===== config.mk =====
export PLATFORM = sky130hd
export DESIGN_NAME = kls_front
export DESIGN_NICKNAME = d
export VERILOG_FILES = /design/src/design/keyboard_layer_stack_macros.svh /design/src/design/kls_pkg.sv /design/src/design/kls_front.sv
export SDC_FILE = /design/constraint.sdc
export NUM_CORES = 1
export LEC_CHECK = 0
export ABC_AREA = 1
export ABC_CLOCK_PERIOD_IN_PS = 2370
export BUFFER_PORTS_ARGS = -buffer_cell sky130_fd_sc_hd__buf_2
export CAP_MARGIN = 20
export CORE_MARGIN = 2
export CORE_UTILIZATION = 33
export DETAILED_ROUTE_END_ITERATION = 10
export PLACE_DENSITY = 0.79
export SYNTH_ARGS = -nofsm -noshare
export SYNTH_HDL_FRONTEND = slang
export SYNTH_SLANG_ARGS = --single-unit

===== constraint.sdc =====
create_clock -name vclk -period 2.37
set_input_delay 0.1185 -clock vclk [all_inputs]
set_output_delay 0.1185 -clock vclk [all_outputs]
set_load 0.02 [all_outputs]

===== src/design/keyboard_layer_stack_macros.svh =====
// Assertion macros used by the keyboard layer stack top-level design file.
`ifndef KEYBOARD_LAYER_STACK_MACROS_SVH
`define KEYBOARD_LAYER_STACK_MACROS_SVH

// Same-cycle implication, checked while reset is released.
`define KLS_ASSERT_NOW(label, clk, rst_n, ante, cons, msg) \
    label: assert property (@(posedge clk) disable iff (!rst_n) (ante) |-> (cons)) \
        else $error(msg);

// Next-cycle implication, checked while reset is released.
`define KLS_ASSERT_NEXT(label, clk, rst_n, ante, cons, msg) \
    label: assert property (@(posedge clk) disable iff (!rst_n) (ante) |=> (cons)) \
        else $error(msg);

`endif


===== src/design/kls_pkg.sv =====
package kls_pkg;

    // Default sizes of the layer mask and of the keymap.
    localparam int MASK_BITS_DEF  = 32;
    localparam int MAP_LAYERS_DEF = 8;
    localparam int ROWS_DEF       = 8;
    localparam int COLS_DEF       = 16;

    localparam int CODE_W    = 16;
    localparam int LAYER_W   = 5;
    localparam int OUT_MASK_W = 32;
    localparam int USED_W    = 4;
    localparam int PREFIX_W  = 8;

    localparam int S_TDATA_W = 32;
    localparam int S_TUSER_W = 2;
    localparam int M_TDATA_W = 56;
    localparam int M_TUSER_W = 1;

    localparam int CFG_INDEX_W = 3;
    localparam int CFG_DATA_W  = 16;

    // Command queue between the front and back parts.
    localparam int QUEUE_DEPTH = 2;
    localparam int QPTR_W      = $clog2(QUEUE_DEPTH);
    localparam int QCNT_W      = $clog2(QUEUE_DEPTH + 1);

    // Register indexes of the configuration port.
    localparam logic [CFG_INDEX_W-1:0] CFG_LAYERS_IN_USE = 3'd0;
    localparam logic [CFG_INDEX_W-1:0] CFG_TRANSPARENT   = 3'd1;
    localparam logic [CFG_INDEX_W-1:0] CFG_MOMENTARY     = 3'd2;
    localparam logic [CFG_INDEX_W-1:0] CFG_TOGGLE        = 3'd3;
    localparam logic [CFG_INDEX_W-1:0] CFG_MOVE          = 3'd4;
    localparam logic [CFG_INDEX_W-1:0] CFG_DEFAULT       = 3'd5;

    localparam logic [USED_W-1:0]   RST_LAYERS_IN_USE = 4'd8;
    localparam logic [CODE_W-1:0]   RST_TRANSPARENT   = 16'd1;
    localparam logic [PREFIX_W-1:0] RST_MOMENTARY     = 8'd81;
    localparam logic [PREFIX_W-1:0] RST_TOGGLE        = 8'd83;
    localparam logic [PREFIX_W-1:0] RST_MOVE          = 8'd80;
    localparam logic [PREFIX_W-1:0] RST_DEFAULT       = 8'd82;

    // Request kinds carried in s_tuser.
    localparam logic [S_TUSER_W-1:0] REQ_WRITE  = 2'd0;
    localparam logic [S_TUSER_W-1:0] REQ_EVENT  = 2'd1;
    localparam logic [S_TUSER_W-1:0] REQ_LOOKUP = 2'd2;

    typedef enum logic [3:0] {
        OP_KEEP,
        OP_WRITE,
        OP_LOOKUP,
        OP_SET,
        OP_CLEAR,
        OP_FLIP,
        OP_MOVE,
        OP_CLEAR_ALL,
        OP_BASE,
        OP_UNHANDLED
    } op_t;

    typedef struct packed {
        op_t                 op;
        logic [CODE_W-1:0]   code;
        logic [LAYER_W-1:0]  layer;
        logic [2:0]          row;
        logic [3:0]          col;
        logic                in_range;
    } cmd_t;

    typedef struct packed {
        logic [USED_W-1:0]   used;
        logic [CODE_W-1:0]   transparent;
        logic [PREFIX_W-1:0] momentary;
        logic [PREFIX_W-1:0] toggle;
        logic [PREFIX_W-1:0] move;
        logic [PREFIX_W-1:0] dflt;
    } cfg_t;

    typedef struct packed {
        logic empty;
        logic full;
    } q_status_t;

    typedef enum logic [2:0] {
        ST_IDLE,
        ST_EXEC,
        ST_SCAN,
        ST_CHECK,
        ST_BASE,
        ST_DONE
    } state_t;

endpackage


===== src/design/kls_front.sv =====
module kls_front #(
    parameter int MASK_BITS  = kls_pkg::MASK_BITS_DEF,
    parameter int MAP_LAYERS = kls_pkg::MAP_LAYERS_DEF,
    parameter int ROWS       = kls_pkg::ROWS_DEF,
    parameter int COLS       = kls_pkg::COLS_DEF
) (
    input  logic                            s_tvalid,
    output logic                            s_tready,
    input  logic [kls_pkg::S_TDATA_W-1:0]   s_tdata,
    input  logic [kls_pkg::S_TUSER_W-1:0]   s_tuser,
    input  kls_pkg::cfg_t                   cfg,
    input  kls_pkg::q_status_t              q_st,
    output logic                            push,
    output kls_pkg::cmd_t                   cmd
);

    logic [kls_pkg::CODE_W-1:0] key_code;
    logic                       pressed;
    logic [2:0]                 key_row;
    logic [3:0]                 key_col;
    logic [2:0]                 map_layer;
    logic [7:0]                 prefix;
    logic [7:0]                 ev_layer;
    logic                       fits;
    logic                       pos_ok;
    logic                       map_ok;

    assign key_code  = s_tdata[15:0];
    assign pressed   = s_tdata[16];
    assign key_row   = s_tdata[19:17];
    assign key_col   = s_tdata[23:20];
    assign map_layer = s_tdata[26:24];

    assign prefix   = key_code[15:8];
    assign ev_layer = key_code[7:0];
    assign fits     = 32'(ev_layer) < MASK_BITS;
    assign pos_ok   = (32'(key_row) < ROWS) && (32'(key_col) < COLS);
    assign map_ok   = 32'(map_layer) < MAP_LAYERS;

    assign s_tready = !q_st.full;
    assign push     = s_tvalid && s_tready;

    // Prefix priority is momentary, toggle, move-to, then set-default.
    always_comb begin
        cmd.op       = kls_pkg::OP_KEEP;
        cmd.code     = key_code;
        cmd.layer    = ev_layer[kls_pkg::LAYER_W-1:0];
        cmd.row      = key_row;
        cmd.col      = key_col;
        cmd.in_range = pos_ok;
        case (s_tuser)
            kls_pkg::REQ_WRITE: begin
                cmd.op       = kls_pkg::OP_WRITE;
                cmd.layer    = {2'b00, map_layer};
                cmd.in_range = pos_ok && map_ok;
            end
            kls_pkg::REQ_LOOKUP: begin
                cmd.op = kls_pkg::OP_LOOKUP;
            end
            kls_pkg::REQ_EVENT: begin
                if (prefix == cfg.momentary) begin
                    if (fits) begin
                        cmd.op = pressed ? kls_pkg::OP_SET : kls_pkg::OP_CLEAR;
                    end
                end else if (prefix == cfg.toggle) begin
                    if (pressed && fits) begin
                        cmd.op = kls_pkg::OP_FLIP;
                    end
                end else if (prefix == cfg.move) begin
                    if (pressed) begin
                        cmd.op = fits ? kls_pkg::OP_MOVE : kls_pkg::OP_CLEAR_ALL;
                    end
                end else if (prefix == cfg.dflt) begin
                    if (pressed && (ev_layer < {4'b0000, cfg.used})) begin
                        cmd.op = kls_pkg::OP_BASE;
                    end
                end else begin
                    cmd.op = kls_pkg::OP_UNHANDLED;
                end
            end
            default: begin
                cmd.op = kls_pkg::OP_KEEP;
            end
        endcase
    end

endmodule


# [Word-level counts from Yosys, hierarchy flattened]
# Index checks and enable logic that the tools add are counted.
[op_classes] reduce_logical=5 muxes=12 eq_ne=6 n_lt_le_gt_ge=2
[op_table] cell="8-bit == test" count=4
[op_table] cell="4-bit two-way mux" count=5
[op_table] cell="3-bit two-way mux" count=4
[op_table] cell="4-bit one-hot mux with 3 select lines" count=1
[op_table] cell="8-bit by 4-bit < comparator with 1-bit output" count=1
[op_table] cell="8-bit by 6-bit < comparator with 1-bit output (second input constant)" count=1
[op_table] cell="5-bit two-way mux" count=1
[op_table] cell="1-bit logical AND" count=3
[op_table] cell="2-bit by 1-bit == test with 1-bit output (second input constant)" count=1
[op_table] cell="2-bit == test (second input constant)" count=1
[op_table] cell="2-bit logical NOT" count=1
[op_table] cell="1-bit logical NOT" count=1
[op_table] cell="1-bit two-way mux" count=1
[totals] input_bits=89 word_cells=25 ff_bits=0

# [Logic depth before layout (Yosys ltp)]
[logic_depth] word_depth=8 ltp_mapped=12 depth_no_buf=11

# [Worst setup path before layout]
# No wires, ideal clock.
[synth_path] path_kind="input -> output" start="input port cfg[49] (netlist bit)" end="output port cmd[32] (netlist bit)" path_stages=8 arrival_ns=1.147 setup_slack_ns=1.105 cell_sequence="inv_1 ha_1 a21boi_0 o21ai_0 a21boi_0 o21bai_1 inv_1 nor2_1"
[synth_lines] element="from (decl)" line="kls_front.sv:11" text="input kls_pkg::cfg_t cfg,"
[synth_lines] element="to (decl)" line="kls_front.sv:14" text="output kls_pkg::cmd_t cmd"

==> impl_metrics.toml <==
[sta]
max_freq_ghz = 0.712
hold_viol_final = 0
setup_violations = 0
rsz0062_at_grt = "false"
min_period_over_period = 0.593
fin_crit_ns = 1.41
setup_tns_ns = 0
final_max_slew_viol_count = 0

[cells_and_area]
layout-drive-gt1-share = 0.340
antennaDiodeCount = 0
postLayoutCoreUtil = 0.445
design.seq.count = 0
n_clock_buffer = 0
nNetsFinal = 379
seq_area_um2 = 0
area.growth.synth_to_final_pct = 26.8
layout_common_cells = "nand2_1 (87), buf_2 (87), inv_1 (43)"

[cts]
hold_buffers = 0
post_cts_resized = 0
cts_setup_buffers = 0

[routing]
dr_total_vias = 1321
routed_via_density = 4.02
ant_nets = 0
wirelength_um = 2610
wl_per_cell_um = 7.92
drc = 0
first_pass_iters = 4
drt_iter0_drc = 31

[floorplanning]
core-area_um2 = 3100
die-area_um2 = 3780
die-height_um = 61.5
dieWidth_um = 61.5
ioPinCount = 124
num_rows = 20
initial_core_util = 0.351

[worst_setup_path]
cp_slowest_cell = "ha_1"
startpoint = "s_tdata[1]"
crit_type = "in -> out"
end_kind = "output pin"
critPathLaunchType = "input pin"
cp_max_fo = 3
cp_top_family = "compound AO/OA/AOI/OAI gates"
path_cells = "buf_2 -> ha_1 -> a21boi_0 -> o21ai_0 -> a21boi_0 -> o21bai_1 -> inv_1 -> nor2_1 -> buf_2"
worst_path_largest_cell_delay_ns = 0.27
arrival_ns = 1.29
worstPathRequired_ns = 2.25
cp_num_buf_inv = 3

[yosys]
syn_avg_cell_area_um2 = 4.87
netlist.area_leader.share = 0.300
syn_inst = 224
synth_cell_types = 22
seq_area_frac_synth = 0
synth_area_leader_cell = "nand2_1"
synth_area_leaders = "nand2_1 (30%), buf_4 (17%), inv_1 (15%), xnor2_1 (8.0%), nor2_1 (6.5%)"
synth_area_um2 = 1090
ys_warn_count = 0
syn_nets = 316

[power_and_ir_drop]
ir_worst_vdd_v = 0.0000616
powerDensity_nw_per_um2 = 171
power.leakage_nw = 0.971

[grt]
grt_pass1_wl_um = 4030
track_usage = 0.131
grt_max_degree = 8
antenna_found_initial = 0
first_global_vias = 1101
gr-total-overflow = 0

[worst_hold_path]
min_from = "s_tdata[20]"
hold_class = "in -> out"

[placed_design]
place.gp.congestion = 0.748
port_buffers = 87
hpwl_um = 2390

[run]
drv_cap = 0

[status]
status = "complete, no violations"
[per-layer routing]
metal | global-route usage | part of all wire
met1 | 0.164 | 0.41
met2 | 0.258 | 0.50
met3 | 0.00420 | 0.081
met4 | 0.00608 | 0
met5 | 0 | 0
[cells by family (layout without fill, tap and decap cells)]
kind of cell / after synthesis / after routing / share of synthesized area
AND/OR/NAND/NOR: 124 / 124 / 0.464
buffers and inverters: 75 / 136 / 0.351
XOR/XNOR: 12 / 12 / 0.0964
AO/OA/AOI/OAI: 9 / 9 / 0.0505
adder cells (fa/ha/maj): 3 / 3 / 0.0344
other: 1 / 1 / 0.00344
[report_power, final]
part           internal, mW  switching, mW
Clock                     0              0
Sequential                0              0
Combinational         0.101          0.135
[stage by stage]
stage	worst slack, ns	hold WS, ns	total power, mW	std cells	area, um2
after floorplan	1.10	0.314	0.176	224	1090
after global placement	0.957	0.237	0.234	329	1380
after detailed placement	0.944	0.237	0.238	329	1380
after CTS	0.937	0.237	0.239	329	1380
after global routing	0.803	0.237	0.270	329	1380
final	0.965	0.237	0.236	329	1380
[cells in the mapped netlist (all sizes together)]
master / count
nand4: 5
a21oi: 2
nor3: 1
nand2: 88
inv: 49
a21boi: 2
ha: 3
nand3: 8
xnor2: 10
or2: 1
nor2: 21
o21ai: 3
conb: 1
o21bai: 2
buf: 26
xor2: 2
[final cells by class]
class	instances	area (um2)
Fill cell	369	1720
Inverter	49	184
Multi-Input combinational cell	149	707
Tap cell	44	55.1
Timing Repair Buffer	87	435
[path summary, 6_finish.rpt]
| path | to | slack, ns | cells after the start |
|---|---|---|---|
| setup / recovery | cmd[32] | 0.96 | 9 |
| hold / removal | cmd[1] | 0.24 | 0 |
(Power assumes the default switching activity.)
