`src/design/keyboard_layer_stack_macros.svh`:
```
// Assertion macros used by the keyboard layer stack top-level design file.
`ifndef KEYBOARD_LAYER_STACK_MACROS_SVH
`define KEYBOARD_LAYER_STACK_MACROS_SVH

// Same-cycle implication, checked while reset is released.
`define KLS_ASSERT_NOW(label, clk, rst_n, ante, cons, msg) \
    label: assert property (@(posedge clk) disable iff (!rst_n) (ante) |-> (cons)) \
        else $error(msg);

// Next-cycle implication, checked while reset is released.
`define KLS_ASSERT_NEXT(label, clk, rst_n, ante, cons, msg) \
    label: assert property (@(posedge clk) disable iff (!rst_n) (ante) |=> (cons)) \
        else $error(msg);

`endif

```
`src/design/kls_pkg.sv`:
```
package kls_pkg;

    // Default sizes of the layer mask and of the keymap.
    localparam int MASK_BITS_DEF  = 32;
    localparam int MAP_LAYERS_DEF = 8;
    localparam int ROWS_DEF       = 8;
    localparam int COLS_DEF       = 16;

    localparam int CODE_W    = 16;
    localparam int LAYER_W   = 5;
    localparam int OUT_MASK_W = 32;
    localparam int USED_W    = 4;
    localparam int PREFIX_W  = 8;

    localparam int S_TDATA_W = 32;
    localparam int S_TUSER_W = 2;
    localparam int M_TDATA_W = 56;
    localparam int M_TUSER_W = 1;

    localparam int CFG_INDEX_W = 3;
    localparam int CFG_DATA_W  = 16;

    // Command queue between the front and back parts.
    localparam int QUEUE_DEPTH = 2;
    localparam int QPTR_W      = $clog2(QUEUE_DEPTH);
    localparam int QCNT_W      = $clog2(QUEUE_DEPTH + 1);

    // Register indexes of the configuration port.
    localparam logic [CFG_INDEX_W-1:0] CFG_LAYERS_IN_USE = 3'd0;
    localparam logic [CFG_INDEX_W-1:0] CFG_TRANSPARENT   = 3'd1;
    localparam logic [CFG_INDEX_W-1:0] CFG_MOMENTARY     = 3'd2;
    localparam logic [CFG_INDEX_W-1:0] CFG_TOGGLE        = 3'd3;
    localparam logic [CFG_INDEX_W-1:0] CFG_MOVE          = 3'd4;
    localparam logic [CFG_INDEX_W-1:0] CFG_DEFAULT       = 3'd5;

    localparam logic [USED_W-1:0]   RST_LAYERS_IN_USE = 4'd8;
    localparam logic [CODE_W-1:0]   RST_TRANSPARENT   = 16'd1;
    localparam logic [PREFIX_W-1:0] RST_MOMENTARY     = 8'd81;
    localparam logic [PREFIX_W-1:0] RST_TOGGLE        = 8'd83;
    localparam logic [PREFIX_W-1:0] RST_MOVE          = 8'd80;
    localparam logic [PREFIX_W-1:0] RST_DEFAULT       = 8'd82;

    // Request kinds carried in s_tuser.
    localparam logic [S_TUSER_W-1:0] REQ_WRITE  = 2'd0;
    localparam logic [S_TUSER_W-1:0] REQ_EVENT  = 2'd1;
    localparam logic [S_TUSER_W-1:0] REQ_LOOKUP = 2'd2;

    typedef enum logic [3:0] {
        OP_KEEP,
        OP_WRITE,
        OP_LOOKUP,
        OP_SET,
        OP_CLEAR,
        OP_FLIP,
        OP_MOVE,
        OP_CLEAR_ALL,
        OP_BASE,
        OP_UNHANDLED
    } op_t;

    typedef struct packed {
        op_t                 op;
        logic [CODE_W-1:0]   code;
        logic [LAYER_W-1:0]  layer;
        logic [2:0]          row;
        logic [3:0]          col;
        logic                in_range;
    } cmd_t;

    typedef struct packed {
        logic [USED_W-1:0]   used;
        logic [CODE_W-1:0]   transparent;
        logic [PREFIX_W-1:0] momentary;
        logic [PREFIX_W-1:0] toggle;
        logic [PREFIX_W-1:0] move;
        logic [PREFIX_W-1:0] dflt;
    } cfg_t;

    typedef struct packed {
        logic empty;
        logic full;
    } q_status_t;

    typedef enum logic [2:0] {
        ST_IDLE,
        ST_EXEC,
        ST_SCAN,
        ST_CHECK,
        ST_BASE,
        ST_DONE
    } state_t;

endpackage

```
`src/design/kls_queue.sv`:
```
module kls_queue (
    input  logic                aclk,
    input  logic                aresetn,
    input  logic                push,
    input  kls_pkg::cmd_t       push_cmd,
    input  logic                pop,
    output kls_pkg::cmd_t       head,
    output kls_pkg::q_status_t  q_st
);

    kls_pkg::cmd_t                entries [kls_pkg::QUEUE_DEPTH];
    logic [kls_pkg::QPTR_W-1:0]   wr_ptr_reg, wr_ptr_next;
    logic [kls_pkg::QPTR_W-1:0]   rd_ptr_reg, rd_ptr_next;
    logic [kls_pkg::QCNT_W-1:0]   count_reg, count_next;

    assign head     = entries[rd_ptr_reg];
    assign q_st.empty = (count_reg == '0);
    assign q_st.full  = (count_reg == kls_pkg::QCNT_W'(kls_pkg::QUEUE_DEPTH));

    always_comb begin
        wr_ptr_next = push ? wr_ptr_reg + 1'b1 : wr_ptr_reg;
        rd_ptr_next = pop ? rd_ptr_reg + 1'b1 : rd_ptr_reg;
        count_next  = count_reg;
        if (push && !pop) begin
            count_next = count_reg + 1'b1;
        end else if (pop && !push) begin
            count_next = count_reg - 1'b1;
        end
    end

    always_ff @(posedge aclk) begin
        if (!aresetn) begin
            wr_ptr_reg <= '0;
            rd_ptr_reg <= '0;
            count_reg  <= '0;
        end else begin
            wr_ptr_reg <= wr_ptr_next;
            rd_ptr_reg <= rd_ptr_next;
            count_reg  <= count_next;
        end
    end

    always_ff @(posedge aclk) begin
        if (push) begin
            entries[wr_ptr_reg] <= push_cmd;
        end
    end

endmodule

```
`config.mk`:
```
export PLATFORM = sky130hd
export DESIGN_NAME = kls_queue
export DESIGN_NICKNAME = d
export VERILOG_FILES = /design/src/design/keyboard_layer_stack_macros.svh /design/src/design/kls_pkg.sv /design/src/design/kls_queue.sv
export SDC_FILE = /design/constraint.sdc
export NUM_CORES = 1
export LEC_CHECK = 0
export BUFFER_PORTS_ARGS = -buffer_cell sky130_fd_sc_hd__buf_4
export CAP_MARGIN = 15
export CORE_ASPECT_RATIO = 2
export CORE_MARGIN = 3
export CORE_UTILIZATION = 46
export DETAILED_ROUTE_END_ITERATION = 8
export HOLD_SLACK_MARGIN = 0.12
export PLACE_DENSITY_LB_ADDON = 0.2
export SYNTH_ARGS = -nofsm -noshare
export SYNTH_HDL_FRONTEND = slang
export SYNTH_SLANG_ARGS = --single-unit
```
`constraint.sdc`:
```
create_clock -name aclk -period 2.1 [get_ports aclk]
set_input_delay 0.105 -clock aclk [delete_from_list [all_inputs] [get_ports aclk]]
set_output_delay 0.105 -clock aclk [all_outputs]
set_load 0.05 [all_outputs]
```
# Word-level counts from Yosys, hierarchy flattened
# Memory sizes are Yosys's and may differ from the RTL's. A register that Yosys moved wholly into a read port is not among the register bits.
# Cells that the tools add are included.
[word_totals]
input_bits = 37
register_bits = 4
ramBits = 66
output_inout_bits = 35
n_memories = 1
elab_cells = 21
[op_classes]
add_sub_neg = 4
n_mux = 6
eq_ne = 1
reduce_logical = 6
[memory_table]
columns = ["name", "depth", "word_bits", "read_ports", "rd_clocked_by_memory_dff", "wr", "line_no", "rtl"]
rows = [
  ["entries", 2, 33, 1, 1, 1, "kls_queue.sv:11", "kls_pkg::cmd_t entries [kls_pkg::QUEUE_DEPTH];"],
]
[ops]
columns = ["operator", "n"]
rows = [
  ["1-bit two-way mux", 4],
  ["2-bit two-way mux", 2],
  ["1-bit adder, second input constant", 2],
  ["2-bit by 1-bit adder with 2-bit output, second input constant", 1],
  ["2-bit == test, second input constant", 1],
  ["1-bit logical AND", 2],
  ["1-bit logical NOT", 2],
  ["2-bit logical NOT", 1],
  ["2-bit nonzero test", 1],
  ["2-bit by 1-bit subtractor with 2-bit output, second input constant", 1],
]

# Logic depth before layout (Yosys ltp)
[logic_depth]
ltp_word = 4
mapped_depth = 5
ltp_nobuf = 5

# Worst setup path after synthesis
# No wires, ideal clock.
[synth_path]
path_type = "register to register"
startpoint = "reg wr_ptr_reg"
endpoint = "mem entries[0][0] (netlist bit) (enable)"
setup_ns = 0.428
period_less_slack_ns = 2.248
stages_incl_launch_ff = 2
setup_slack_ns = -0.148
arrival_time_ns = 1.820
cell_sequence = "dfxtp_1 -> nor2b_1"
[synth_rtl]
columns = ["element", "line_no", "rtl"]
rows = [
  ["start: declaration", "kls_queue.sv:12", "logic [kls_pkg::QPTR_W-1:0] wr_ptr_reg, wr_ptr_next;"],
  ["start signal: assignment", "kls_queue.sv:37", "wr_ptr_reg <= wr_ptr_next;"],
  ["end: declaration", "kls_queue.sv:11", ""],
]
# No word-level cell before the write port.

==> results.json <==
{
  "leakage_nw": 1.461,
  "grt_pass1_vias": 1688,
  "finClkSkew_ns": 0.005374,
  "p_clk_share_pct": 29.9,
  "rsz0062_at_grt": "no",
  "maxSlewHeadroom_pct": 77.37,
  "clock-root-buffer": "clkbuf_8",
  "wirelength_mm": 4.817,
  "core.rowCount": 38,
  "synthCells": 125,
  "grt_use_met2_pct": 29.54,
  "num_antenna_cells": 0,
  "cts_tree": "built",
  "dieWidth_um": 59.14,
  "required_ns": 2.00,
  "largest_reg_flops": 66,
  "cpPeakStageDelay_ns": 0.52,
  "power.switching_mw": 0.8678,
  "start_util_pct": 47.51,
  "clock_sinks": 71,
  "clk_path_buf_depth": 2,
  "critPathCaptureType": "output port",
  "antenna_found_initial": 0,
  "cts_resized": 0,
  "drive_gt1_share_pct": 49.40,
  "cp_top_family": "flip-flops",
  "synthMuxAreaShare_pct": 14.31,
  "fin_crit_ns": 1.748,
  "combPwrFrac_pct": 20.2,
  "r2r-start": "wr_ptr_reg",
  "io_buffer_count": 71,
  "worstHoldStart": "push",
  "clk_latency_ns": 0.32,
  "worst_pin_slew_ns": 0.3395,
  "worst_setup_path_start_kind": "flop",
  "antenna_left": 0,
  "p_int_mw": 2.456,
  "switching_share_pct": 26.11,
  "critical-path-slowest-cell": "dfxtp_1",
  "synth_top_family_by_area": "multiplexers",
  "use_met1_pct": 16.21,
  "fin_tns_setup_ns": 0,
  "yosysSeqAreaShare_pct": 80.15,
  "status": "complete, no violations",
  "fin_nets": 282,
  "ys_types": 17,
  "synthAdderAreaFrac_pct": 0.4817,
  "max_freq_mhz": 572.2,
  "postCtsSetupBuffers": 0,
  "finalCritPeriodShare_pct": 83.22,
  "setup_viol": 0,
  "crit_type": "flop to output port",
  "synth-compound-area-share_pct": 0.7707,
  "drtIter0Drc": 23,
  "globalplace.congestion": 0.6381,
  "pwr-share-seq_pct": 49.9,
  "slew_viol_final": 0,
  "pin_count": 72,
  "syn-num-nets": 163,
  "clk_pin_slew_worst_paths_ns": 0.07,
  "drc": 0,
  "cts-buffers-inserted": 9,
  "wire_per_inst_um": 15.59,
  "avgSynthCellArea_um2": 20.78,
  "num_vias": 1503,
  "busiest_layer": "met2",
  "overflow": 0,
  "syn-cell-area_um2": 2597,
  "first_pass_iters": 4,
  "arrival_ns": 1.64,
  "layout_commonest_cell": "buf_4",
  "htreeDepth": 3,
  "grtUsageTotal_pct": 16.33,
  "utilization_pct": 69.15,
  "vdd_drop_max_mv": 0.7194,
  "power.density_nw_per_um2": 878.9,
  "grt_pass1_wl_mm": 7.790,
  "design.core.area_um2": 5468,
  "hp-class": "primary input to flop",
  "path_cells": "buf_12 > mux2_2 > buf_4",
  "areaGrowthSynthToFinish_pct": 45.57,
  "finalHoldViolations": 0,
  "grt_use_met3_pct": 4.373,
  "hpwlAfterDp_mm": 3.265,
  "synth-simple-area-share_pct": 2.168,
  "via_per_inst": 4.864,
  "crit_buf_inv": 2,
  "cp_max_fo": 27,
  "grt_max_degree": 28,
  "die-area_um2": 6639,
  "yosysWarnings": 0,
  "synth-xor-area-share_pct": 1.012,
  "final_cell_mix": "75 x buf_4, 66 x edfxtp_1, 36 x dlygate4sd3_1",
  "ys_ff_latch": 71,
  "fp.dieH_um": 112.3,
  "drv_cap": 0
}
worst register-to-register path: stages, from the launching register on:
cell	delay, ns
dfxtp_1	0.34
nor2b_4	0.12
buf_4	0.33
o21a_1	0.19
dlygate4sd3_1	0.54
final cells by class:
cell class	count	area (um2)
tap	60	75.07
fill	374	1687
clock inverter	3	43.79
clock buffer	13	138.9
sequential	71	2082
timing repair buffer	112	943.4
multi-input combinational	49	494.2
inverter	1	3.754
path summary, 6_finish.rpt:
kind,slack [ns],end,cells after the start
worst max register to register,0.53,wr_ptr_reg,4
worst max-delay path,0.35,head[7],3
worst min-delay path,0.29,count_reg[1],4
worst min register to register,0.53,count_reg[1],2
cells in the mapped netlist:
master	n	share of area, %
edfxtp_1	66	76
buf_4	2	0.58
ha_1	1	0.48
buf_2	2	0.39
nor2_1	1	0.14
a21boi_1	1	0.29
xor2_1	2	0.67
nor2b_1	2	0.48
and2b_2	1	0.34
mux2_2	33	14
inv_1	1	0.14
o21ai_0	1	0.19
o21a_1	1	0.29
and2_1	4	0.96
xnor2_1	1	0.34
dfxtp_1	5	3.9
or3_1	1	0.24
power groups by stage:
stage          logic, mW  registers [mW]  clock network [mW]
2_1_floorplan      0.420            1.68                   0
3_3_place_gp       0.612            1.69                   0
3_5_place_dp       0.622            1.69                   0
4_1_cts            0.679            1.66                1.03
5_1_grt            0.705            1.67                1.08
6_report           0.671            1.66               0.994
per-layer routing:
layer  vias up  wire length (um)
met5         -                 0
met4         0                84
met3         7               225
met2        49              2814
met1       726              1693
li1        721                 -
what timing repair did:
action                                 CTS  global route
endpoints found under the hold margin   71             0
setup endpoints to repair                0             0
hold buffers                            36             0
stage by stage:
step / instances / setup WS [ns] / hold WS, ns / power (mW) / area [um2]
after floorplan: 125 / 0.4851 / 0.2039 / 2.097 / 2600
after global placement: 257 / 0.7005 / 0.2909 / 2.297 / 3238
after detailed placement: 257 / 0.6831 / 0.2925 / 2.313 / 3238
after CTS: 309 / 0.3125 / 0.2691 / 3.366 / 3781
after global routing: 309 / 0.2496 / 0.3072 / 3.456 / 3781
final: 309 / 0.3525 / 0.2885 / 3.323 / 3781
logic make-up (layout without fill, tap and decap cells):
kind of cell	count (synthesis)	after routing
flops	71	71
mux	33	33
simple gates	9	9
buf+inv	5	129
compound gates	3	3
xor+xnor	3	3
fa+ha+maj	1	1
Power figures use the tool's default switching activity.
